**src/hdl/mba_pkg.sv**
```systemverilog
// Shared types and constants for the mouse button edge and acceleration block.
package mba_pkg;

   localparam int BTN_W       = 3;
   localparam int DELTA_W     = 8;
   localparam int CFG_W       = 8;
   localparam int MOVE_W      = 16;
   localparam int DIVIDEND_W  = 15;
   localparam int DIVISOR_W   = CFG_W;
   localparam int DIV_CNT_W   = $clog2(DIVIDEND_W + 1);
   localparam int QUEUE_DEPTH = 2;
   localparam int QPTR_W      = (QUEUE_DEPTH > 1) ? $clog2(QUEUE_DEPTH) : 1;
   localparam int QCNT_W      = $clog2(QUEUE_DEPTH + 1);
   localparam int CSR_IDX_W   = 2;
   localparam int REQ_DATA_W  = 24;
   localparam int RSP_DATA_W  = 40;

   localparam logic [CSR_IDX_W-1:0] REG_THRESHOLD   = 2'd0;
   localparam logic [CSR_IDX_W-1:0] REG_NUMERATOR   = 2'd1;
   localparam logic [CSR_IDX_W-1:0] REG_DENOMINATOR = 2'd2;

   localparam logic [CFG_W-1:0] THRESHOLD_RST   = 8'd4;
   localparam logic [CFG_W-1:0] NUMERATOR_RST   = 8'd2;
   localparam logic [CFG_W-1:0] DENOMINATOR_RST = 8'd1;

   localparam logic [BTN_W-1:0] BTN_LEFT   = 3'b001;
   localparam logic [BTN_W-1:0] BTN_MIDDLE = 3'b010;
   localparam logic [BTN_W-1:0] BTN_RIGHT  = 3'b100;

   localparam logic [1:0] BTN_NUM_NONE   = 2'd0;
   localparam logic [1:0] BTN_NUM_LEFT   = 2'd1;
   localparam logic [1:0] BTN_NUM_MIDDLE = 2'd2;
   localparam logic [1:0] BTN_NUM_RIGHT  = 2'd3;

   localparam logic KIND_BUTTON = 1'b0;
   localparam logic KIND_MOTION = 1'b1;

   typedef struct packed {
      logic [BTN_W-1:0]   buttons;
      logic [BTN_W-1:0]   changed;
      logic               neg_x;
      logic [DELTA_W-1:0] mag_x;
      logic               neg_y;
      logic [DELTA_W-1:0] mag_y;
   } job_type;

   typedef struct packed {
      logic [CFG_W-1:0] threshold;
      logic [CFG_W-1:0] numerator;
      logic [CFG_W-1:0] denominator;
   } cfg_type;

   typedef enum logic [2:0] {
      ST_IDLE,
      ST_BTN,
      ST_START,
      ST_WAIT,
      ST_MOTION
   } back_state_type;

endpackage

```
**src/hdl/mba_front.sv**
```systemverilog
// Front end: accepts reports, finds changed buttons and splits deltas into sign and magnitude.
module mba_front (
   input  logic                           clock,
   input  logic                           reset,
   input  logic                           in_valid,
   output logic                           in_ready,
   input  logic [mba_pkg::BTN_W-1:0]      button_bits,
   input  logic signed [mba_pkg::DELTA_W-1:0] delta_x,
   input  logic signed [mba_pkg::DELTA_W-1:0] delta_y,
   output logic                           push,
   output mba_pkg::job_type               job,
   input  logic                           queue_full
);

   logic [mba_pkg::BTN_W-1:0] prev_ff;
   logic [mba_pkg::BTN_W-1:0] prev_in;

   assign in_ready = !queue_full;
   assign push     = in_valid && in_ready;

   always_comb begin
      job.buttons = button_bits;
      job.changed = button_bits ^ prev_ff;
      job.neg_x   = delta_x[mba_pkg::DELTA_W-1];
      job.mag_x   = delta_x[mba_pkg::DELTA_W-1] ? (~delta_x + 8'd1) : delta_x;
      job.neg_y   = delta_y[mba_pkg::DELTA_W-1];
      job.mag_y   = delta_y[mba_pkg::DELTA_W-1] ? (~delta_y + 8'd1) : delta_y;
      prev_in     = push ? button_bits : prev_ff;
   end

   always_ff @(posedge clock) begin
      if (reset) begin
         prev_ff <= '0;
      end else begin
         prev_ff <= prev_in;
      end
   end

endmodule

```
**src/hdl/mba_fifo.sv**
```systemverilog
// Short queue of classified reports between the front and back ends.
module mba_fifo (
   input  logic             clock,
   input  logic             reset,
   input  logic             push,
   input  mba_pkg::job_type push_data,
   output logic             full,
   input  logic             pop,
   output logic             pop_valid,
   output mba_pkg::job_type pop_data
);

   mba_pkg::job_type                 mem_ff [mba_pkg::QUEUE_DEPTH];
   logic [mba_pkg::QPTR_W-1:0]       wr_ptr_ff;
   logic [mba_pkg::QPTR_W-1:0]       rd_ptr_ff;
   logic [mba_pkg::QCNT_W-1:0]       count_ff;
   logic [mba_pkg::QPTR_W-1:0]       wr_ptr_in;
   logic [mba_pkg::QPTR_W-1:0]       rd_ptr_in;
   logic [mba_pkg::QCNT_W-1:0]       count_in;
   logic                             do_push;
   logic                             do_pop;

   assign full      = (count_ff == mba_pkg::QCNT_W'(mba_pkg::QUEUE_DEPTH));
   assign pop_valid = (count_ff != '0);
   assign pop_data  = mem_ff[rd_ptr_ff];
   assign do_push   = push && !full;
   assign do_pop    = pop && pop_valid;

   always_comb begin
      wr_ptr_in = wr_ptr_ff;
      rd_ptr_in = rd_ptr_ff;
      count_in  = count_ff;
      if (do_push) begin
         wr_ptr_in = (wr_ptr_ff == mba_pkg::QPTR_W'(mba_pkg::QUEUE_DEPTH - 1)) ? '0
                   : wr_ptr_ff + 1'b1;
      end
      if (do_pop) begin
         rd_ptr_in = (rd_ptr_ff == mba_pkg::QPTR_W'(mba_pkg::QUEUE_DEPTH - 1)) ? '0
                   : rd_ptr_ff + 1'b1;
      end
      if (do_push && !do_pop) begin
         count_in = count_ff + mba_pkg::QCNT_W'(1);
      end else if (do_pop && !do_push) begin
         count_in = count_ff - mba_pkg::QCNT_W'(1);
      end
   end

   always_ff @(posedge clock) begin
      if (do_push) begin
         mem_ff[wr_ptr_ff] <= push_data;
      end
   end

   always_ff @(posedge clock) begin
      if (reset) begin
         wr_ptr_ff <= '0;
         rd_ptr_ff <= '0;
         count_ff  <= '0;
      end else begin
         wr_ptr_ff <= wr_ptr_in;
         rd_ptr_ff <= rd_ptr_in;
         count_ff  <= count_in;
      end
   end

endmodule

```
**src/hdl/mba_div.sv**
```systemverilog
// Restoring divider, one quotient bit per cycle.
module mba_div (
   input  logic                               clock,
   input  logic                               reset,
   input  logic                               start,
   input  logic [mba_pkg::DIVIDEND_W-1:0]     dividend,
   input  logic [mba_pkg::DIVISOR_W-1:0]      divisor,
   output logic                               done,
   output logic [mba_pkg::DIVIDEND_W-1:0]     quotient
);

   logic                                busy_ff;
   logic                                done_ff;
   logic [mba_pkg::DIV_CNT_W-1:0]       count_ff;
   logic [mba_pkg::DIVISOR_W-1:0]       rem_ff;
   logic [mba_pkg::DIVIDEND_W-1:0]      quo_ff;
   logic [mba_pkg::DIVISOR_W-1:0]       dvs_ff;
   logic [mba_pkg::DIVISOR_W:0]         trial;
   logic [mba_pkg::DIVISOR_W:0]         diff;
   logic                                fits;
   logic [mba_pkg::DIVISOR_W-1:0]       rem_in;
   logic [mba_pkg::DIVIDEND_W-1:0]      quo_in;

   assign done     = done_ff;
   assign quotient = quo_ff;

   always_comb begin
      trial  = {rem_ff, quo_ff[mba_pkg::DIVIDEND_W-1]};
      diff   = trial - {1'b0, dvs_ff};
      fits   = (trial >= {1'b0, dvs_ff});
      rem_in = fits ? diff[mba_pkg::DIVISOR_W-1:0] : trial[mba_pkg::DIVISOR_W-1:0];
      quo_in = {quo_ff[mba_pkg::DIVIDEND_W-2:0], fits};
   end

   always_ff @(posedge clock) begin
      if (start) begin
         rem_ff <= '0;
         quo_ff <= dividend;
         dvs_ff <= divisor;
      end else if (busy_ff) begin
         rem_ff <= rem_in;
         quo_ff <= quo_in;
      end
   end

   always_ff @(posedge clock) begin
      if (reset) begin
         busy_ff  <= 1'b0;
         done_ff  <= 1'b0;
         count_ff <= '0;
      end else if (start) begin
         busy_ff  <= 1'b1;
         done_ff  <= 1'b0;
         count_ff <= '0;
      end else if (busy_ff) begin
         count_ff <= count_ff + mba_pkg::DIV_CNT_W'(1);
         if (count_ff == mba_pkg::DIV_CNT_W'(mba_pkg::DIVIDEND_W - 1)) begin
            busy_ff <= 1'b0;
            done_ff <= 1'b1;
         end
      end else begin
         done_ff <= 1'b0;
      end
   end

endmodule

```
**src/hdl/mba_back.sv**
```systemverilog
// Back end: emits button results, then scales both deltas and emits the motion result.
module mba_back (
   input  logic                                 clock,
   input  logic                                 reset,
   input  mba_pkg::cfg_type                     cfg,
   input  logic                                 job_valid,
   input  mba_pkg::job_type                     job,
   output logic                                 job_pop,
   output logic                                 out_valid,
   input  logic                                 out_ready,
   output logic                                 out_kind,
   output logic [1:0]                           out_button_number,
   output logic                                 out_pressed,
   output logic signed [mba_pkg::MOVE_W-1:0]    out_move_x,
   output logic signed [mba_pkg::MOVE_W-1:0]    out_move_y,
   output logic                                 out_last
);

   mba_pkg::back_state_type              state_ff;
   mba_pkg::back_state_type              state_in;
   mba_pkg::job_type                     job_ff;
   logic [mba_pkg::BTN_W-1:0]            pending_ff;
   logic                                 axis_ff;
   logic [mba_pkg::MOVE_W-1:0]           move_x_ff;
   logic [mba_pkg::MOVE_W-1:0]           move_y_ff;
   logic                                 rsp_valid_ff;
   logic                                 rsp_kind_ff;
   logic [1:0]                           rsp_num_ff;
   logic                                 rsp_pressed_ff;
   logic [mba_pkg::MOVE_W-1:0]           rsp_mx_ff;
   logic [mba_pkg::MOVE_W-1:0]           rsp_my_ff;
   logic                                 rsp_last_ff;

   logic                                 out_free;
   logic                                 emit_btn;
   logic                                 emit_motion;
   logic                                 div_start;
   logic                                 div_done;
   logic [mba_pkg::DIVIDEND_W-1:0]       div_quo;
   logic [mba_pkg::BTN_W-1:0]            btn_mask;
   logic [1:0]                           btn_num;
   logic                                 btn_pressed;
   logic [mba_pkg::DELTA_W-1:0]          mag_sel;
   logic                                 neg_sel;
   logic                                 scaled;
   logic [mba_pkg::DELTA_W-1:0]          excess;
   logic [2*mba_pkg::CFG_W-1:0]          product;
   logic [mba_pkg::DIVIDEND_W-1:0]       dividend;
   logic [mba_pkg::DIVISOR_W-1:0]        divisor;
   logic [mba_pkg::DIVIDEND_W-1:0]       res_abs;
   logic [mba_pkg::MOVE_W-1:0]           res_ext;
   logic [mba_pkg::MOVE_W-1:0]           res_signed;

   assign out_free = !rsp_valid_ff || out_ready;

   // next state
   always_comb begin
      state_in = state_ff;
      case (state_ff)
         mba_pkg::ST_IDLE: begin
            if (job_valid) begin
               state_in = mba_pkg::ST_BTN;
            end
         end
         mba_pkg::ST_BTN: begin
            if (pending_ff == '0) begin
               state_in = mba_pkg::ST_START;
            end
         end
         mba_pkg::ST_START: begin
            state_in = mba_pkg::ST_WAIT;
         end
         mba_pkg::ST_WAIT: begin
            if (div_done) begin
               state_in = axis_ff ? mba_pkg::ST_MOTION : mba_pkg::ST_START;
            end
         end
         mba_pkg::ST_MOTION: begin
            if (out_free) begin
               state_in = mba_pkg::ST_IDLE;
            end
         end
         default: begin
            state_in = mba_pkg::ST_IDLE;
         end
      endcase
   end

   // state outputs
   always_comb begin
      job_pop     = 1'b0;
      emit_btn    = 1'b0;
      emit_motion = 1'b0;
      div_start   = 1'b0;
      case (state_ff)
         mba_pkg::ST_IDLE:   job_pop     = job_valid;
         mba_pkg::ST_BTN:    emit_btn    = (pending_ff != '0) && out_free;
         mba_pkg::ST_START:  div_start   = 1'b1;
         mba_pkg::ST_MOTION: emit_motion = out_free;
         default: begin
         end
      endcase
   end

   // lowest pending button goes first
   always_comb begin
      btn_mask = '0;
      btn_num  = mba_pkg::BTN_NUM_NONE;
      if ((pending_ff & mba_pkg::BTN_LEFT) != '0) begin
         btn_mask = mba_pkg::BTN_LEFT;
         btn_num  = mba_pkg::BTN_NUM_LEFT;
      end else if ((pending_ff & mba_pkg::BTN_MIDDLE) != '0) begin
         btn_mask = mba_pkg::BTN_MIDDLE;
         btn_num  = mba_pkg::BTN_NUM_MIDDLE;
      end else if ((pending_ff & mba_pkg::BTN_RIGHT) != '0) begin
         btn_mask = mba_pkg::BTN_RIGHT;
         btn_num  = mba_pkg::BTN_NUM_RIGHT;
      end
      btn_pressed = ((job_ff.buttons & btn_mask) != '0);
   end

   always_comb begin
      mag_sel    = axis_ff ? job_ff.mag_y : job_ff.mag_x;
      neg_sel    = axis_ff ? job_ff.neg_y : job_ff.neg_x;
      scaled     = (mag_sel > cfg.threshold);
      excess     = mag_sel - cfg.threshold;
      product    = {{mba_pkg::CFG_W{1'b0}}, excess} * {{mba_pkg::CFG_W{1'b0}}, cfg.numerator};
      dividend   = scaled ? product[mba_pkg::DIVIDEND_W-1:0] : '0;
      divisor    = (cfg.denominator == '0) ? mba_pkg::DIVISOR_W'(1) : cfg.denominator;
      res_abs    = scaled ? (mba_pkg::DIVIDEND_W'(cfg.threshold) + div_quo)
                          : mba_pkg::DIVIDEND_W'(mag_sel);
      res_ext    = {1'b0, res_abs};
      res_signed = neg_sel ? (~res_ext + 16'd1) : res_ext;
   end

   mba_div u_div (
      .clock    (clock),
      .reset    (reset),
      .start    (div_start),
      .dividend (dividend),
      .divisor  (divisor),
      .done     (div_done),
      .quotient (div_quo)
   );

   always_ff @(posedge clock) begin
      if (job_pop) begin
         job_ff     <= job;
         pending_ff <= job.changed;
         axis_ff    <= 1'b0;
      end else begin
         if (emit_btn) begin
            pending_ff <= pending_ff & ~btn_mask;
         end
         if ((state_ff == mba_pkg::ST_WAIT) && div_done) begin
            if (axis_ff) begin
               move_y_ff <= res_signed;
            end else begin
               move_x_ff <= res_signed;
            end
            axis_ff <= ~axis_ff;
         end
      end
   end

   always_ff @(posedge clock) begin
      if (emit_btn) begin
         rsp_kind_ff    <= mba_pkg::KIND_BUTTON;
         rsp_num_ff     <= btn_num;
         rsp_pressed_ff <= btn_pressed;
         rsp_mx_ff      <= '0;
         rsp_my_ff      <= '0;
         rsp_last_ff    <= 1'b0;
      end else if (emit_motion) begin
         rsp_kind_ff    <= mba_pkg::KIND_MOTION;
         rsp_num_ff     <= mba_pkg::BTN_NUM_NONE;
         rsp_pressed_ff <= 1'b0;
         rsp_mx_ff      <= move_x_ff;
         rsp_my_ff      <= move_y_ff;
         rsp_last_ff    <= 1'b1;
      end
   end

   always_ff @(posedge clock) begin
      if (reset) begin
         state_ff     <= mba_pkg::ST_IDLE;
         rsp_valid_ff <= 1'b0;
      end else begin
         state_ff <= state_in;
         if (emit_btn || emit_motion) begin
            rsp_valid_ff <= 1'b1;
         end else if (out_ready) begin
            rsp_valid_ff <= 1'b0;
         end
      end
   end

   assign out_valid         = rsp_valid_ff;
   assign out_kind          = rsp_kind_ff;
   assign out_button_number = rsp_num_ff;
   assign out_pressed       = rsp_pressed_ff;
   assign out_move_x        = rsp_mx_ff;
   assign out_move_y        = rsp_my_ff;
   assign out_last          = rsp_last_ff;

endmodule

```
**src/hdl/mouse_button_edge_and_accel.sv**
```systemverilog
// Top level: mouse report button edge detection and threshold motion acceleration.
//
//   channel  ports                        payload (low bit first)
//   req      req_tvalid/tready/tdata      button_bits[2:0], delta_x[10:3], delta_y[18:11]
//   rsp      rsp_tvalid/tready/tdata/     button_number[1:0], pressed[2], move_x[18:3],
//            tuser/tlast                  move_y[34:19]; tuser event_kind; tlast last
//   csr      csr_valid/ready/index/data   index 0 threshold, 1 numerator, 2 denominator
//
// A report holds the back end while it pops the job, emits one item per changed
// button, ends the button scan, runs each axis in turn on the shared restoring
// divider (start, 15 steps, done) and emits the motion item.
// Synchronous active-high reset clears the previous button state, the queue and
// the control state, and loads the register defaults.
// Up to two reports wait in the queue; a stalled rsp holds its item in the output register.
module mouse_button_edge_and_accel (
   input  logic                            clock,
   input  logic                            reset,
   input  logic                            req_tvalid,
   output logic                            req_tready,
   input  logic [mba_pkg::REQ_DATA_W-1:0]  req_tdata,  // button_bits, delta_x, delta_y
   output logic                            rsp_tvalid,
   input  logic                            rsp_tready,
   output logic [mba_pkg::RSP_DATA_W-1:0]  rsp_tdata,  // button_number, pressed, move_x, move_y
   output logic                            rsp_tuser,  // event_kind
   output logic                            rsp_tlast,
   input  logic                            csr_valid,
   output logic                            csr_ready,
   input  logic [mba_pkg::CSR_IDX_W-1:0]   csr_index,
   input  logic [mba_pkg::CFG_W-1:0]       csr_data
);

   mba_pkg::cfg_type                        cfg_ff;
   mba_pkg::job_type                        front_job;
   mba_pkg::job_type                        queue_job;
   logic                                    front_push;
   logic                                    queue_full;
   logic                                    queue_valid;
   logic                                    back_pop;
   logic [1:0]                              button_number;
   logic                                    pressed;
   logic signed [mba_pkg::MOVE_W-1:0]       move_x;
   logic signed [mba_pkg::MOVE_W-1:0]       move_y;

   assign csr_ready = 1'b1;

   always_ff @(posedge clock) begin
      if (reset) begin
         cfg_ff.threshold   <= mba_pkg::THRESHOLD_RST;
         cfg_ff.numerator   <= mba_pkg::NUMERATOR_RST;
         cfg_ff.denominator <= mba_pkg::DENOMINATOR_RST;
      end else if (csr_valid && csr_ready) begin
         case (csr_index)
            mba_pkg::REG_THRESHOLD:   cfg_ff.threshold   <= csr_data;
            mba_pkg::REG_NUMERATOR:   cfg_ff.numerator   <= csr_data;
            mba_pkg::REG_DENOMINATOR: cfg_ff.denominator <= csr_data;
            default: begin
            end
         endcase
      end
   end

   mba_front u_front (
      .clock       (clock),
      .reset       (reset),
      .in_valid    (req_tvalid),
      .in_ready    (req_tready),
      .button_bits (req_tdata[2:0]),
      .delta_x     (req_tdata[10:3]),
      .delta_y     (req_tdata[18:11]),
      .push        (front_push),
      .job         (front_job),
      .queue_full  (queue_full)
   );

   mba_fifo u_fifo (
      .clock     (clock),
      .reset     (reset),
      .push      (front_push),
      .push_data (front_job),
      .full      (queue_full),
      .pop       (back_pop),
      .pop_valid (queue_valid),
      .pop_data  (queue_job)
   );

   mba_back u_back (
      .clock             (clock),
      .reset             (reset),
      .cfg               (cfg_ff),
      .job_valid         (queue_valid),
      .job               (queue_job),
      .job_pop           (back_pop),
      .out_valid         (rsp_tvalid),
      .out_ready         (rsp_tready),
      .out_kind          (rsp_tuser),
      .out_button_number (button_number),
      .out_pressed       (pressed),
      .out_move_x        (move_x),
      .out_move_y        (move_y),
      .out_last          (rsp_tlast)
   );

   assign rsp_tdata = {5'b0, move_y, move_x, pressed, button_number};

   a_button_shape: assert property (@(posedge clock) disable iff (reset)
      rsp_tvalid && (rsp_tuser == mba_pkg::KIND_BUTTON) |->
         !rsp_tlast && (button_number != mba_pkg::BTN_NUM_NONE)
         && (move_x == '0) && (move_y == '0))
      else $error("button result malformed");

   a_motion_shape: assert property (@(posedge clock) disable iff (reset)
      rsp_tvalid && (rsp_tuser == mba_pkg::KIND_MOTION) |->
         rsp_tlast && (button_number == mba_pkg::BTN_NUM_NONE) && !pressed)
      else $error("motion result malformed");

   a_pop_nonempty: assert property (@(posedge clock) disable iff (reset)
      back_pop |-> queue_valid)
      else $error("pop from empty queue");

   a_full_blocks: assert property (@(posedge clock) disable iff (reset)
      queue_full |-> !front_push)
      else $error("queue accepted while full");

endmodule
```
**config.mk**
```make
export PLATFORM = sky130hd
export DESIGN_NAME = mouse_button_edge_and_accel
export DESIGN_NICKNAME = d
export VERILOG_FILES = /design/src/hdl/mba_pkg.sv /design/src/hdl/mba_front.sv /design/src/hdl/mba_fifo.sv /design/src/hdl/mba_div.sv /design/src/hdl/mba_back.sv /design/src/hdl/mouse_button_edge_and_accel.sv
export SDC_FILE = /design/constraint.sdc
export NUM_CORES = 1
export LEC_CHECK = 0
export ABC_AREA = 1
export BUFFER_PORTS_ARGS = -buffer_cell sky130_fd_sc_hd__buf_4
export CORE_UTILIZATION = 50
export CTS_CLUSTER_DIAMETER = 40
export CTS_CLUSTER_SIZE = 40
export DETAILED_ROUTE_END_ITERATION = 16
export PLACE_DENSITY = 0.68
export SYNTH_ARGS = -nofsm -noshare
export SYNTH_HDL_FRONTEND = slang
export SYNTH_HIERARCHICAL = 1
export SYNTH_SLANG_ARGS = --single-unit
```
**constraint.sdc**
```tcl
create_clock -name clock -period 7.5 [get_ports clock]
set_input_delay 0 -clock clock [delete_from_list [all_inputs] [get_ports clock]]
set_output_delay 0 -clock clock [all_outputs]
set_load 0.005 [all_outputs]
```
# After elaboration in Yosys (flattened, before gate mapping)
# Memory sizes are Yosys's and may differ from the RTL's. A register that Yosys moved wholly into a read port is not among the register bits.
# Index checks and enable logic that the tools add are counted.
word_totals:
  mem_count: 1
  output_inout_bits: 45
  input_bits: 39
  ff_bits: 165
  mem_bits_rw: 48
op_classes:
  eq_ne: 12
  add_sub_neg: 11
  n_lt_le_gt_ge: 2
  muxes: 45
  n_reduce_logical: 33
  bitwise_logic: 10
  multipliers: 1
mem_list:
  columns: ["memory", "words", "word_bits", "rd", "rd_ports_with_merged_regs", "wr", "line", "rtl"]
  rows:
  - ["u_fifo.mem_ff", 2, 24, 1, 1, 1, "mba_fifo.sv:13", "mba_pkg::job_type mem_ff [mba_pkg::QUEUE_DEPTH];"]
op_table:
  columns: ["cell", "n"]
  rows:
  - ["15-bit two-way mux", 4]
  - ["8-bit two-way mux", 4]
  - ["3-bit two-way mux", 10]
  - ["1-bit two-way mux", 18]
  - ["16-bit by 1-bit adder with 16-bit output, second input constant", 1]
  - ["8-bit by 1-bit adder with 8-bit output, second input constant", 2]
  - ["16-bit two-way mux", 1]
  - ["15-bit inverter with 16-bit output", 1]
  - ["8-bit inverter", 2]
  - ["8-bit subtractor", 2]
  - ["8-bit by 15-bit adder with 15-bit output", 1]
  - ["8-bit by 8-bit multiplier with 15-bit output", 1]
  - ["3-bit case mux with 5 select lines", 1]
  - ["2-bit two-way mux", 7]
  - ["2-bit nonzero test", 6]
  - ["9-bit by 8-bit greater-or-equal comparator with 1-bit output", 1]
  - ["8-bit > comparator", 1]
  - ["8-bit zero test", 1]
  - ["1-bit logical AND", 7]
  - ["3-bit bitwise AND", 2]
  - ["3-bit by 2-bit equality test with 1-bit output, second input constant", 2]
  - ["3-bit zero test", 2]
  - ["2-bit by 1-bit inequality test with 1-bit output, second input constant", 3]
  - ["2-bit AND reduction", 3]
  - ["21 further kinds", 31]

# Logic depth before layout (Yosys ltp)
# Gate-level depths: netlist of run 1.
logic_depth:
  word_depth: 8
  mapped_depth: 31

# By module
# Netlist of run 1, hierarchy kept.
by_module_without_submodules:
  columns: ["mod", "area_each_um2", "seq_area_each_um2", "cells_each", "instances"]
  rows:
  - ["mba_back", 7190.6, 2532.4, 908, 1]
  - ["mba_fifo", 2082.0, 1541.5, 112, 1]
  - ["mba_div", 1964.4, 970.9, 234, 1]
  - ["mouse_button_edge_and_accel", 1091.0, 480.5, 161, 1]
  - ["mba_front", 556.8, 60.1, 99, 1]

# Worst setup path before layout of run 1
# No wires, ideal clock.
synth_path:
  kind: "reg2reg"
  from: "reg u_back.axis_ff"
  to: "reg u_back.u_div.quo_ff (netlist bit u_back/u_div/quotient[11]) (data pin)"
  path_slack_ns: 1.623
  required_ns: 7.247
  period_less_slack_ns: 5.877
  stages_incl_launch_ff: 30
  arrival_time_ns: 5.625
  path_cell_list: "dfxtp_1 -> inv_1 -> clkbuf_1 -> or2_2 -> o21ai_0 -> inv_1 -> ha_1 -> nand2_1 -> o21ai_0 -> a21oi_1 -> xnor2_1 -> inv_1 -> nor2_1 -> fa_1 -> fa_1 -> fa_1 -> inv_1 -> fa_1 -> inv_1 -> ha_1 -> a21oi_1 -> o21ai_0 -> a21oi_1 -> nor2_1 -> o21ai_0 -> nand2_1 -> o21ai_0 -> a21oi_1 -> nand2_1 -> nand2_1"
synth_between:
  elab_chain_cells: 5
  elab_cells_between_ends: 6
synth_rtl:
  columns: ["element", "line", "rtl"]
  rows:
  - ["start: declaration", "mba_back.sv:23", "logic axis_ff;"]
  - ["start signal: assignment", "mba_back.sv:161", "axis_ff <= ~axis_ff;"]
  - ["8-bit two-way mux (*)", "mba_back.sv:123", "mag_sel = axis_ff ? job_ff.mag_y : job_ff.mag_x;"]
  - ["8-bit subtractor", "mba_back.sv:126", "excess = mag_sel - cfg.threshold;"]
  - ["8-bit by 8-bit multiplier with 15-bit output", "mba_back.sv:127", "product = {{mba_pkg::CFG_W{1'b0}}, excess} * {{mba_pkg::CFG_W{1'b0}}, cfg.numerator};"]
  - ["15-bit two-way mux (*)", "mba_back.sv:128", "dividend = scaled ? product[mba_pkg::DIVIDEND_W-1:0] : '0;"]
  - ["named net u_back.dividend, one bit", "mba_back.sv:48", "logic [mba_pkg::DIVIDEND_W-1:0] dividend;"]
  - ["15-bit two-way mux (*)", "mba_div.sv:36", "if (start) begin"]
  - ["end signal: assignment", "mba_div.sv:38", "quo_ff <= dividend;"]
  - ["end signal: assignment", "mba_div.sv:42", "quo_ff <= quo_in;"]
  - ["end: declaration", "mba_div.sv:16", "logic [mba_pkg::DIVIDEND_W-1:0] quo_ff;"]
# Mark *: on every way through the listed nets, which the timed path passes. The rest lies on a longest branch.
# A chain may end at the register's enable or synchronous reset.

# Worst setup path after layout of run 1
layout_path:
  from: "reg u_back.axis_ff"
  to: "reg u_back.u_div.quo_ff (netlist bit u_back/u_div/quotient[14]) (data pin)"
# The elaborated chain is that of the path after synthesis.

==> out/metrics.csv, run 1 <==
stage,metric,value,unit
sta,timing.final.max_slew_violations,0,
drt,drc,0,
floorplanning,die_h,163,µm
synthesis,synth.ff_latch_count,214,
clocking,tritoncts,yes,
cells_and_area,antenna-diode-count,0,
floorplanning,io_pins,84,
sta,rsz0062_at_grt,no,
sta,finalSetupViolCount,0,
power_and_ir_drop,peakVddDrop,0.203,mV
cells_and_area,post_route_cells_drive_above_1_share,14.0,%
cells_and_area,syn2layout_area_growth,18.6,%
synthesis,syn_inst,1514,
clocking,cts_root_buffer,sky130_fd_sc_hd__clkbuf_16,
critical_path,maximum_fanout_along_the_worst_path,11,
global_route,grt_busiest_layer,met2,
global_route,grt.total_usage,20.8,%
critical_path,critical_path.most_common_cell,sky130_fd_sc_hd__inv_1,
floorplanning,placement_rows,58,
global_route,grt_antenna_before_repair,0,
power_and_ir_drop,power.density,376,mW/mm²
drt,final_antenna_net_count,0,
global_route,first_global_vias,9495,
sta,maxSlewHeadroom,34.7,%
clocking,holdBufCountCts,59,
min_path,tightest_hold_check_type,primary input to flop,
clocking,cts.clk_slew.worst_paths,0.07,ns
critical_path,crit_type,flop to flop,
clocking,postCtsSetupBuffers,0,
sta,clock_skew,0.0213,ns
clocking,clock_latency,0.56,ns
global_route,grtUsageMet1,27.7,%
drt,detailroute.via_count,9900,
flow_run,maxCapViolCount,0,
synthesis,syn_area,0.0129,mm²
sta,post-route-min-period,6.60,ns
drt,dr.first_iter.drc_count,629,
global_route,grt_max_degree,35,
floorplanning,fp.dieArea,0.0264,mm²
critical_path,setup.reg_to_reg.worst_slack,0.90,ns
drt,wl_per_cell,13.3,µm
critical_path,worstSetupEndpointType,flop,
synthesis,avgSynthCellArea,8.51,µm²
synthesis,synth-async-reset-ratio,0,%
drt,firstDrtPassIters,5,
floorplanning,die_w,163,µm
synthesis,netlist.area_leader.share,30.3,%
cells_and_area,final_common_cell,sky130_fd_sc_hd__nand2_1,
clocking,tritoncts.num_buffers,29,
floorplanning,design.core.area,0.0253,mm²
cells_and_area,layout.nets,1778,
sta,fmaxAchievable,152,MHz
drt,post_drt_via_cell_ratio,4.98,
sta,worstMarginPinSlew,0.979,ns
floorplanning,initial_core_util,51.0,%
global_route,globalRoute.totalOverflow,0,
synthesis,synth_flop_cell,sky130_fd_sc_hd__edfxtp_1,
critical_path,crit_path_start_kind,flop,
synthesis,synth_largest_area_cell,sky130_fd_sc_hd__edfxtp_1,
placement,buffer_ports.inserted,72,
power_and_ir_drop,p_leak,7.10,nW
sta,hold_violations,0,
clocking,cts.htree.levels,1,
power_and_ir_drop,p_total,0.00575,W
clocking,post_cts.resized_instances,0,
global_route,grt_util_met2,35.3,%
global_route,wire_length_of_the_first_global_routing_pass,44900,µm
outcome,run_status,"finished, final reports clean",
cells_and_area,most-common-layout-cells,"sky130_fd_sc_hd__nand2_1, sky130_fd_sc_hd__inv_1, sky130_fd_sc_hd__nor2_1",
placement,routability_congestion,0.879,
sta,post-route-period-util,87.9,%
synthesis,synth.yosys.warnings,6,
clocking,clockBufferDepth,3,
drt,drt-total-wl,26400,µm
critical_path,cpMaxStageDelayCell,sky130_fd_sc_hd__fa_1,
sta,fin_setup_tns,0,ns
critical_path,cp_data_arrival_time,6.89,ns
clocking,cts.sink_count,214,
synthesis,synth.lib_cells_used.distinct,53,
synthesis,synth.yosys.seq_area_share,43.3,%
critical_path,critical-path-max-stage-delay,0.54,ns
placement,dp_hpwl,19200,µm
synthesis,number_of_synthesized_flops_with_an_enable_pin,130,
global_route,grt.met3_usage,2.47,%
critical_path,worst-endpoint-required,7.80,ns
synthesis,post_synth_main_area_contributors,"sky130_fd_sc_hd__edfxtp_1, sky130_fd_sc_hd__dfxtp_1, sky130_fd_sc_hd__nand2_1, sky130_fd_sc_hd__inv_1, sky130_fd_sc_hd__ha_1",
[registers in the layout (all words and copies together), names as in the netlist, 2 cells and up, named ones only]
name	count
u_back/move_x_ff	16
u_back/out_button_number	2
u_back/pending_ff	3
u_fifo/mem_ff	48
u_front/prev_ff	3
u_fifo/count_ff	2
u_back/u_div/dvs_ff	8
u_back/u_div/rem_ff	8
u_back/u_div/count_ff	4
u_back/state_ff	3
u_back/job_ff	21
u_back/move_y_ff	16
u_back/out_move_x	16
u_back/u_div/quotient	15
cfg_ff	24
u_back/out_move_y	16
[metrics by stage]
| stage | instance area, µm² | setup WS (ns) | hold WS, ns | utilization (%) | instances |
|---|---|---|---|---|---|
| 2_1_floorplan | 12900 | 1.62 | 0.0691 | - | 1518 |
| 3_3_place_gp | 13600 | 1.02 | 0.199 | 53.8 | 1876 |
| 3_5_place_dp | 13600 | 0.918 | 0.201 | 53.8 | 1876 |
| 4_1_cts | 15300 | 0.872 | 0.160 | 60.5 | 1989 |
| 5_1_grt | 15300 | 0.211 | 0.175 | 60.5 | 1989 |
| 6_report | 15300 | 0.904 | 0.190 | 60.5 | 1989 |
[path summary, 6_finish.rpt]
path                                                         from                                   to  cells past startpoint
worst min register to register  u_back/out_move_y[3]$_SDFFE_PP0P_    u_back/out_move_y[3]$_SDFFE_PP0P_                      2
worst min-delay path                                req_tdata[11]        u_fifo/mem_ff[1][0]$_DFFE_PP_                      2
worst max register to register        u_back/axis_ff$_SDFFE_PP0P_  u_back/u_div/quotient[14]$_DFFE_PP_                     28
worst max-delay path                  u_back/axis_ff$_SDFFE_PP0P_  u_back/u_div/quotient[14]$_DFFE_PP_                     28
[power breakdown]
group	switching [W]	total (W)	leakage (nW)	internal, W
Clock	0.000610	0.00148	0.528	0.000868
Combinational	0.00164	0.00254	4.69	0.000899
Sequential	0.000124	0.00173	1.89	0.00160
[cell type report]
| class | instances | area, µm² |
|---|---|---|
| flip-flops and latches | 214 | 5590 |
| fillers | 2177 | 9970 |
| multi-input cells | 1023 | 6130 |
| inverters | 225 | 845 |
| clock buffers | 29 | 726 |
| well taps | 330 | 413 |
| clock inverters | 25 | 364 |
| repair buffers | 143 | 1220 |
[cell families (layout without fill, tap and decap cells)]
family,count (synthesis),after routing,synth area share [%]
adders and majority gates,103,103,12.2
other,2,6,0.0583
DFF,214,214,43.3
buffers and inverters,281,422,9.37
and+or+nand+nor,725,725,24.5
AOI/OAI and AO/OA,137,137,5.88
muxes,25,25,2.76
xor gates and xnor gates,27,27,1.84
[routing by layer]
metal | vias to the layer above | part of all wire [%]
li1 | 5083 | -
met1 | 4558 | 46
met2 | 215 | 47
met3 | 44 | 4.4
met4 | 0 | 2.6
met5 | - | 0
[worst max-delay path, delay by kind of cell, from the launching register on]
family,cells,cell delay (ns)
compound gates,6,1.11
xor+xnor,1,0.31
fa+ha+maj,6,2.66
buf+inv,5,0.59
flops,1,0.51
simple gates,10,1.16
[cell usage after synthesis, types with 3 or more instances]
cell type / count
sky130_fd_sc_hd__a21oi_1: 81
sky130_fd_sc_hd__buf_12: 3
sky130_fd_sc_hd__buf_2: 5
sky130_fd_sc_hd__buf_4: 22
sky130_fd_sc_hd__clkbuf_1: 22
sky130_fd_sc_hd__dfxtp_1: 84
sky130_fd_sc_hd__edfxtp_1: 130
sky130_fd_sc_hd__fa_1: 38
sky130_fd_sc_hd__ha_1: 65
sky130_fd_sc_hd__inv_1: 219
sky130_fd_sc_hd__inv_2: 5
sky130_fd_sc_hd__mux2_2: 4
sky130_fd_sc_hd__mux2_4: 20
sky130_fd_sc_hd__nand2_1: 402
sky130_fd_sc_hd__nand2_2: 14
sky130_fd_sc_hd__nand2_4: 6
sky130_fd_sc_hd__nand3_1: 85
sky130_fd_sc_hd__nand3_2: 8
sky130_fd_sc_hd__nand3b_1: 14
sky130_fd_sc_hd__nand4_1: 11
sky130_fd_sc_hd__nor2_1: 148
sky130_fd_sc_hd__nor2_2: 9
sky130_fd_sc_hd__nor2_4: 3
sky130_fd_sc_hd__nor3_1: 7
sky130_fd_sc_hd__o21ai_0: 32
sky130_fd_sc_hd__o21ai_1: 4
sky130_fd_sc_hd__o21ai_2: 4
sky130_fd_sc_hd__o31ai_1: 3
sky130_fd_sc_hd__or2_2: 11
sky130_fd_sc_hd__xnor2_1: 8
sky130_fd_sc_hd__xor2_1: 19
Note: power is estimated with default switching activity, not from simulation.
==> inputs of run 2 (changes only) <==
- CORE_UTILIZATION: 50 -> 55
- PLACE_DENSITY: 0.68 -> 0.73
==> run 2 against run 1 <==
  * Global-route usage is 2.1 points higher
  * First-iteration DRC count is 4.1% lower
  * Non-clock buffer count is 13 lower
  * Die area is 9.0% lower
  * Clock-buffer cell count is 1 lower
  * Sequential share of layout area is 0.76 points higher
  * Critical path type unchanged
  * Largest cell class unchanged
  * Largest power group unchanged
==> out/metrics.csv, run 2 (synthesis gave the netlist of run 1 again) <==
stage,metric,value,unit,change
cells_and_area,largest_register_ffs,48,,unchanged
cells_and_area,antenna-diode-count,0,,unchanged
critical_path,critical_path.reg2reg.startpoint,u_back/axis_ff$_SDFFE_PP0P_,,
flow_run,maxCapViolCount,0,,unchanged
min_path,hold_path.startpoint,req_tdata[11],,
clocking,clockBufferDepth,3,,unchanged
clocking,clock_latency,0.55,ns,about the same
critical_path,worstSetupEndpointType,flop,,
cells_and_area,final_common_cell,sky130_fd_sc_hd__nand2_1,,
placement,dp_hpwl,19200,µm,about the same
drt,firstDrtPassIters,5,,unchanged
cells_and_area,post_route_insts_no_fill,1955,,-1.7%
critical_path,path_delay_family,adder cells,,
cells_and_area,syn2layout_area_growth,16.2,%,
clocking,tritoncts,yes,,
critical_path,setup.reg_to_reg.worst_slack,0.77,ns,-0.14 ns
drt,final_antenna_net_count,0,,unchanged
sta,fmaxAchievable,148,MHz,-2.1%
global_route,grt.met3_usage,2.73,%,+0.26 points
critical_path,maximum_fanout_along_the_worst_path,11,,unchanged
critical_path,critical_path_buf_inv_count,5,,unchanged
critical_path,crit_type,flop to flop,,
global_route,grt_antenna_before_repair,0,,unchanged
cells_and_area,most-common-layout-cells,"sky130_fd_sc_hd__nand2_1, sky130_fd_sc_hd__inv_1, sky130_fd_sc_hd__nor2_1",,
global_route,grtUsageMet1,29.8,%,+2.1 points
floorplanning,placement_rows,55,,-5.2%
global_route,grt_busiest_layer,met2,,
floorplanning,fp.dieArea,0.0240,mm²,-9.0%
clocking,cts.htree.levels,1,,unchanged
global_route,first_global_vias,9632,,+1.4%
sta,timing.final.max_slew_violations,0,,unchanged
clocking,tritoncts.num_buffers,27,,-6.9%
sta,post-route-period-util,89.8,%,+1.9 points
cells_and_area,fillers,1888,,-13%
placement,place_ws,0.826,ns,-0.0923 ns
clocking,cts.sink_count,214,,unchanged
cells_and_area,post_route_cells_drive_above_1_share,13.8,%,-0.28 points
drt,detailroute.via_count,9894,,-0.061%
min_path,hold_path_depth,2,,unchanged
sta,final.setup.worst_slack,0.765,ns,-0.139 ns
cells_and_area,utilization,65.7,%,+5.2 points
cells_and_area,top_regs,"u_fifo/mem_ff x48, cfg_ff x24, u_back/job_ff x21",,
critical_path,setup.worst_path.start,u_back/axis_ff$_SDFFE_PP0P_,,
drt,dr.first_iter.drc_count,603,,-4.1%
critical_path,cp_data_arrival_time,7.04,ns,+0.15 ns
sta,finalSetupViolCount,0,,unchanged
floorplanning,die_h,155,µm,-4.6%
drt,post_drt_via_cell_ratio,5.06,,+1.7%
critical_path,worst_r2r_path_depth,28,,unchanged
drt,drt-total-wl,26400,µm,about the same
critical_path,reg2reg_to,u_back/u_div/quotient[11]$_DFFE_PP_,,
clocking,cts.clk_slew.worst_paths,0.07,ns,about the same
cells_and_area,largest-register,u_fifo/mem_ff,,
min_path,hold_endpoint,u_fifo/mem_ff[0][0]$_DFFE_PP_,,
placement,routability_congestion,0.923,,+5.0%
sta,clock_skew,0.0351,ns,+0.0139 ns
placement,placedInstanceArea,0.0136,mm²,-0.27%
critical_path,worst-endpoint-required,7.81,ns,about the same
power_and_ir_drop,peakVddDrop,0.167,mV,-18%
sta,worstMarginPinSlew,0.963,ns,-0.0163 ns
cells_and_area,layout.nets,1763,,-0.84%
power_and_ir_drop,power.density,373,mW/mm²,-1.0%
placement,buffer_ports.inserted,72,,unchanged
global_route,grt.total_usage,22.8,%,+2.1 points
min_path,tightest_hold_check_type,primary input to flop,,
floorplanning,io_pins,84,,unchanged
sta,fin_setup_tns,0,ns,unchanged
drt,drc,0,,unchanged
global_route,grt_max_degree,35,,unchanged
global_route,grt_util_met2,39.7,%,+4.4 points
placement,place_inst,1857,,-1.0%
cells_and_area,design_area,0.0150,mm²,-2.0%
critical_path,crit_path_start_kind,flop,,
critical_path,critical-path-max-stage-delay,0.54,ns,about the same
sta,post-route-min-period,6.73,ns,+0.139 ns
power_and_ir_drop,p_leak,6.95,nW,-2.2%
sta,hold_violations,0,,unchanged
clocking,cts_root_buffer,sky130_fd_sc_hd__clkbuf_16,,
sta,rsz0062_at_grt,no,,
floorplanning,die_w,155,µm,-4.6%
critical_path,cpMaxStageDelayCell,sky130_fd_sc_hd__fa_1,,
drt,wl_per_cell,13.5,µm,+1.7%
global_route,globalRoute.totalOverflow,0,,unchanged
outcome,run_status,"finished, final reports clean",,
floorplanning,design.core.area,0.0228,mm²,-9.8%
clocking,postCtsSetupBuffers,0,,unchanged
floorplanning,initial_core_util,56.6,%,+5.5 points
sta,maxSlewHeadroom,35.7,%,+1.1 points
global_route,wire_length_of_the_first_global_routing_pass,44600,µm,-0.57%
## run 2: cell types whose count changed in the layout (fill, tap and decap cells not counted), sizes merged, moves of 2 or more
cell,previous run,this run
buf,84,82
dlygate4sd3,59,48
clkinv,9,3
bufinv,3,1
inv,237,241
## run 2: timing repair
item	in CTS	in global routing
endpoints found under the hold margin	90	0
hold buffers	48	0
gates resized for setup	0	0
## run 2: layout make-up
cell class,count,area (µm²),share of cell area [%]
multi-input combinational,1023,6130,40.9
sequential,214,5590,37.3
timing repair buffer,130,1100,7.32
inverter,225,845,5.64
clock buffer,28,679,4.54
tap,313,392,2.62
clock inverter,22,244,1.63
## run 2: power breakdown
part	internal, W	switching, W
clock	0.000738	0.000567
sequential	0.00160	0.000125
combinational	0.000891	0.00165
## run 2: how the worst max path moves through the flow
stage / end / slack (ns) / cells past startpoint
floorplan: u_back/u_div/quotient[11]$_DFFE_PP_ / 1.62 / 29
global placement: u_back/u_div/quotient[11]$_DFFE_PP_ / 0.96 / 28
detailed placement: u_back/u_div/quotient[11]$_DFFE_PP_ / 0.83 / 28
CTS: u_back/u_div/quotient[11]$_DFFE_PP_ / 0.81 / 28
global route: u_back/u_div/quotient[11]$_DFFE_PP_ / 0.17 / 28
finish: u_back/u_div/quotient[11]$_DFFE_PP_ / 0.77 / 28
## run 2: metrics by stage
stage	hold WS (ns)	total power [W]
2_1_floorplan	0.0691	0.00368
3_3_place_gp	0.198	0.00419
3_5_place_dp	0.200	0.00425
5_1_grt	0.186	0.00602
4_1_cts	0.156	0.00560
6_report	0.179	0.00558
## run 2: layer usage
layer	share of wire (%)	vias up
met5	0	-
met1	46	4576
li1	-	5032
met2	48	236
met4	2.3	0
met3	4.4	50
## run 2: worst register-to-register path: cells and delay by family (launching register included)
kind	cells	cell delay (ns)
flip-flops	1	0.50
buffers and inverters	5	0.63
AND/OR/NAND/NOR	7	0.82
AO/OA/AOI/OAI	9	1.46
XOR/XNOR	1	0.36
adder cells (fa/ha/maj)	6	2.73
==> inputs of run 3 (changes only) <==
- CORE_MARGIN: default -> 2
- clock period: 7.5 -> 6.5 ns (I/O delays scaled with it)
==> run 3 against run 2 <==
  * Die area grew 2.6%
  * Power is 18% higher
  * Cell count up 0.92%
  * Maximum frequency rose by 12%
  * Combinational power is 18% higher
  * Clock power up 22%
  * First-iteration DRC count up 4.0%
  * Critical endpoint is now u_back/u_div/quotient[12]$_DFFE_PP_
==> out/metrics.csv, run 3 (synthesis gave the netlist of run 1 again) <==
stage,metric,value,unit,change
placement,dp_hpwl,19600,µm,+2.1%
cells_and_area,top_regs,"u_fifo/mem_ff x48, cfg_ff x24, u_back/job_ff x21",,
sta,rsz0062_at_grt,no,,
sta,finalSetupViolCount,0,,unchanged
cells_and_area,design_area,0.0151,mm²,+1.2%
clocking,cts.sink_count,214,,unchanged
sta,hold_violations,0,,unchanged
drt,dr.first_iter.drc_count,627,,+4.0%
clocking,cts.clk_slew.worst_paths,0.07,ns,about the same
placement,routability_congestion,0.935,,+1.3%
floorplanning,io_pins,84,,unchanged
placement,placedInstanceArea,0.0136,mm²,+0.39%
global_route,grt_antenna_before_repair,0,,unchanged
sta,maxSlewHeadroom,33.5,%,-2.2 points
floorplanning,design.core.area,0.0233,mm²,+2.1%
sta,worstMarginPinSlew,0.996,ns,+0.0334 ns
outcome,run_status,"finished, final reports clean",,
cells_and_area,antenna-diode-count,0,,unchanged
critical_path,crit_path_start_kind,flop,,
clocking,postCtsSetupBuffers,0,,unchanged
cells_and_area,largest_register_ffs,48,,unchanged
drt,drt-total-wl,26900,µm,+2.1%
flow_run,maxCapViolCount,0,,unchanged
power_and_ir_drop,power.density,435,mW/mm²,+17%
drt,detailroute.via_count,10042,,+1.5%
global_route,grt_max_degree,35,,unchanged
placement,buffer_ports.inserted,72,,unchanged
drt,wl_per_cell,13.7,µm,+1.1%
cells_and_area,most-common-layout-cells,"sky130_fd_sc_hd__nand2_1, sky130_fd_sc_hd__inv_1, sky130_fd_sc_hd__nor2_1",,
min_path,tightest_hold_check_type,primary input to flop,,
drt,post_drt_via_cell_ratio,5.09,,+0.57%
placement,place_ws,0.289,ns,-0.537 ns
clocking,clock_latency,0.56,ns,about the same
global_route,grt.met3_usage,2.86,%,+0.13 points
cells_and_area,post_route_cells_drive_above_1_share,14.6,%,+0.81 points
sta,post-route-min-period,6.00,ns,-0.730 ns
sta,clock_skew,0.0356,ns,+0.000488 ns
global_route,globalRoute.totalOverflow,0,,unchanged
drt,drc,0,,unchanged
clocking,cts.htree.levels,1,,unchanged
floorplanning,placement_rows,56,,+1.8%
global_route,first_global_vias,9528,,-1.1%
sta,timing.hold.ws,0.205,ns,+0.0257 ns
critical_path,critical-path-max-stage-delay,0.55,ns,about the same
sta,timing.final.max_slew_violations,0,,unchanged
power_and_ir_drop,peakVddDrop,0.225,mV,+35%
critical_path,cpMaxStageDelayCell,sky130_fd_sc_hd__fa_1,,
critical_path,critical_path.most_common_cell,sky130_fd_sc_hd__nand2_1,,
clocking,tritoncts.num_buffers,29,,+7.4%
power_and_ir_drop,p_leak,7.03,nW,+1.2%
sta,fmaxAchievable,167,MHz,+12%
floorplanning,fp.dieArea,0.0247,mm²,+2.6%
sta,final.setup.worst_slack,0.495,ns,-0.270 ns
floorplanning,die_h,157,µm,+1.3%
critical_path,cp_data_arrival_time,6.28,ns,-0.76 ns
critical_path,worstSetupEndpointType,flop,,
floorplanning,initial_core_util,55.4,%,-1.2 points
global_route,grt_busiest_layer,met2,,
global_route,grtUsageMet1,30.0,%,+0.22 points
sta,fin_setup_tns,0,ns,unchanged
clocking,tritoncts,yes,,
clocking,cts_root_buffer,sky130_fd_sc_hd__clkbuf_16,,
sta,post-route-period-util,92.4,%,+2.6 points
cells_and_area,final_common_cell,sky130_fd_sc_hd__nand2_1,,
cells_and_area,syn2layout_area_growth,17.5,%,
floorplanning,die_w,157,µm,+1.3%
drt,firstDrtPassIters,5,,unchanged
global_route,grt.total_usage,22.3,%,-0.54 points
clocking,clockBufferDepth,3,,unchanged
drt,final_antenna_net_count,0,,unchanged
critical_path,worst-endpoint-required,6.78,ns,-1.03 ns
cells_and_area,largest-register,u_fifo/mem_ff,,
cells_and_area,layout.nets,1773,,+0.57%
global_route,grt_util_met2,37.5,%,-2.2 points
critical_path,maximum_fanout_along_the_worst_path,11,,unchanged
global_route,wire_length_of_the_first_global_routing_pass,44600,µm,about the same
critical_path,crit_type,flop to flop,,
## run 3: timing repair
item                       in CTS  in global routing
hold buffers                   50                  0
setup endpoints to repair       0                  5
hold endpoints to repair       90                  0
gates resized for setup         0                 10
## run 3: final cells by class
| type | instances | area, µm² |
|---|---|---|
| inverter | 225 | 845 |
| multi-input combinational | 1023 | 6140 |
| clock inverter | 23 | 253 |
| fill | 1940 | 8120 |
| timing repair buffer | 138 | 1160 |
| sequential | 214 | 5590 |
| tap | 319 | 399 |
| clock buffer | 31 | 754 |
## run 3: worst max-delay path, delay by kind of cell, from the launching register on
kind | cells | cell delay (ns)
flip-flops | 1 | 0.33
adder cells (fa/ha/maj) | 6 | 2.69
AO/OA/AOI/OAI | 5 | 1.01
buffers and inverters | 6 | 0.62
AND/OR/NAND/NOR | 9 | 0.87
XOR/XNOR | 1 | 0.20
## run 3: worst paths after layout
path / from / slack, ns / depth (start not counted) / endpoint
worst min-delay path: req_tdata[1] / 0.20 / 2 / u_fifo/mem_ff[0][22]$_DFFE_PP_
worst min register to register: cfg_ff[2]$_SDFFE_PP0P_ / 0.46 / 0 / u_back/u_div/dvs_ff[2]$_DFFE_PP_
worst max register to register: u_back/axis_ff$_SDFFE_PP0P_ / 0.50 / 27 / u_back/u_div/quotient[12]$_DFFE_PP_
worst max-delay path: u_back/axis_ff$_SDFFE_PP0P_ / 0.50 / 27 / u_back/u_div/quotient[12]$_DFFE_PP_
## run 3: per-stage QoR
| step | instances | utilization, % | total power, W |
|---|---|---|---|
| 5_1_grt | 1973 | 65.1 | 0.00710 |
| 3_5_place_dp | 1869 | 58.5 | 0.00495 |
| 2_1_floorplan | 1518 | - | 0.00424 |
| 6_report | 1973 | 65.1 | 0.00659 |
| 4_1_cts | 1973 | 65.0 | 0.00659 |
| 3_3_place_gp | 1869 | 58.5 | 0.00487 |
## run 3: report_power, final
group	switching (W)	internal (W)
Clock	0.000664	0.000932
Combinational	0.00194	0.00106
Sequential	0.000143	0.00185
## run 3: metal layers
layer | wire length [µm] | vias to the layer above
met5 | 0 | -
met4 | 599 | 0
met3 | 1340 | 48
met2 | 12900 | 278
met1 | 12100 | 4655
li1 | - | 5061
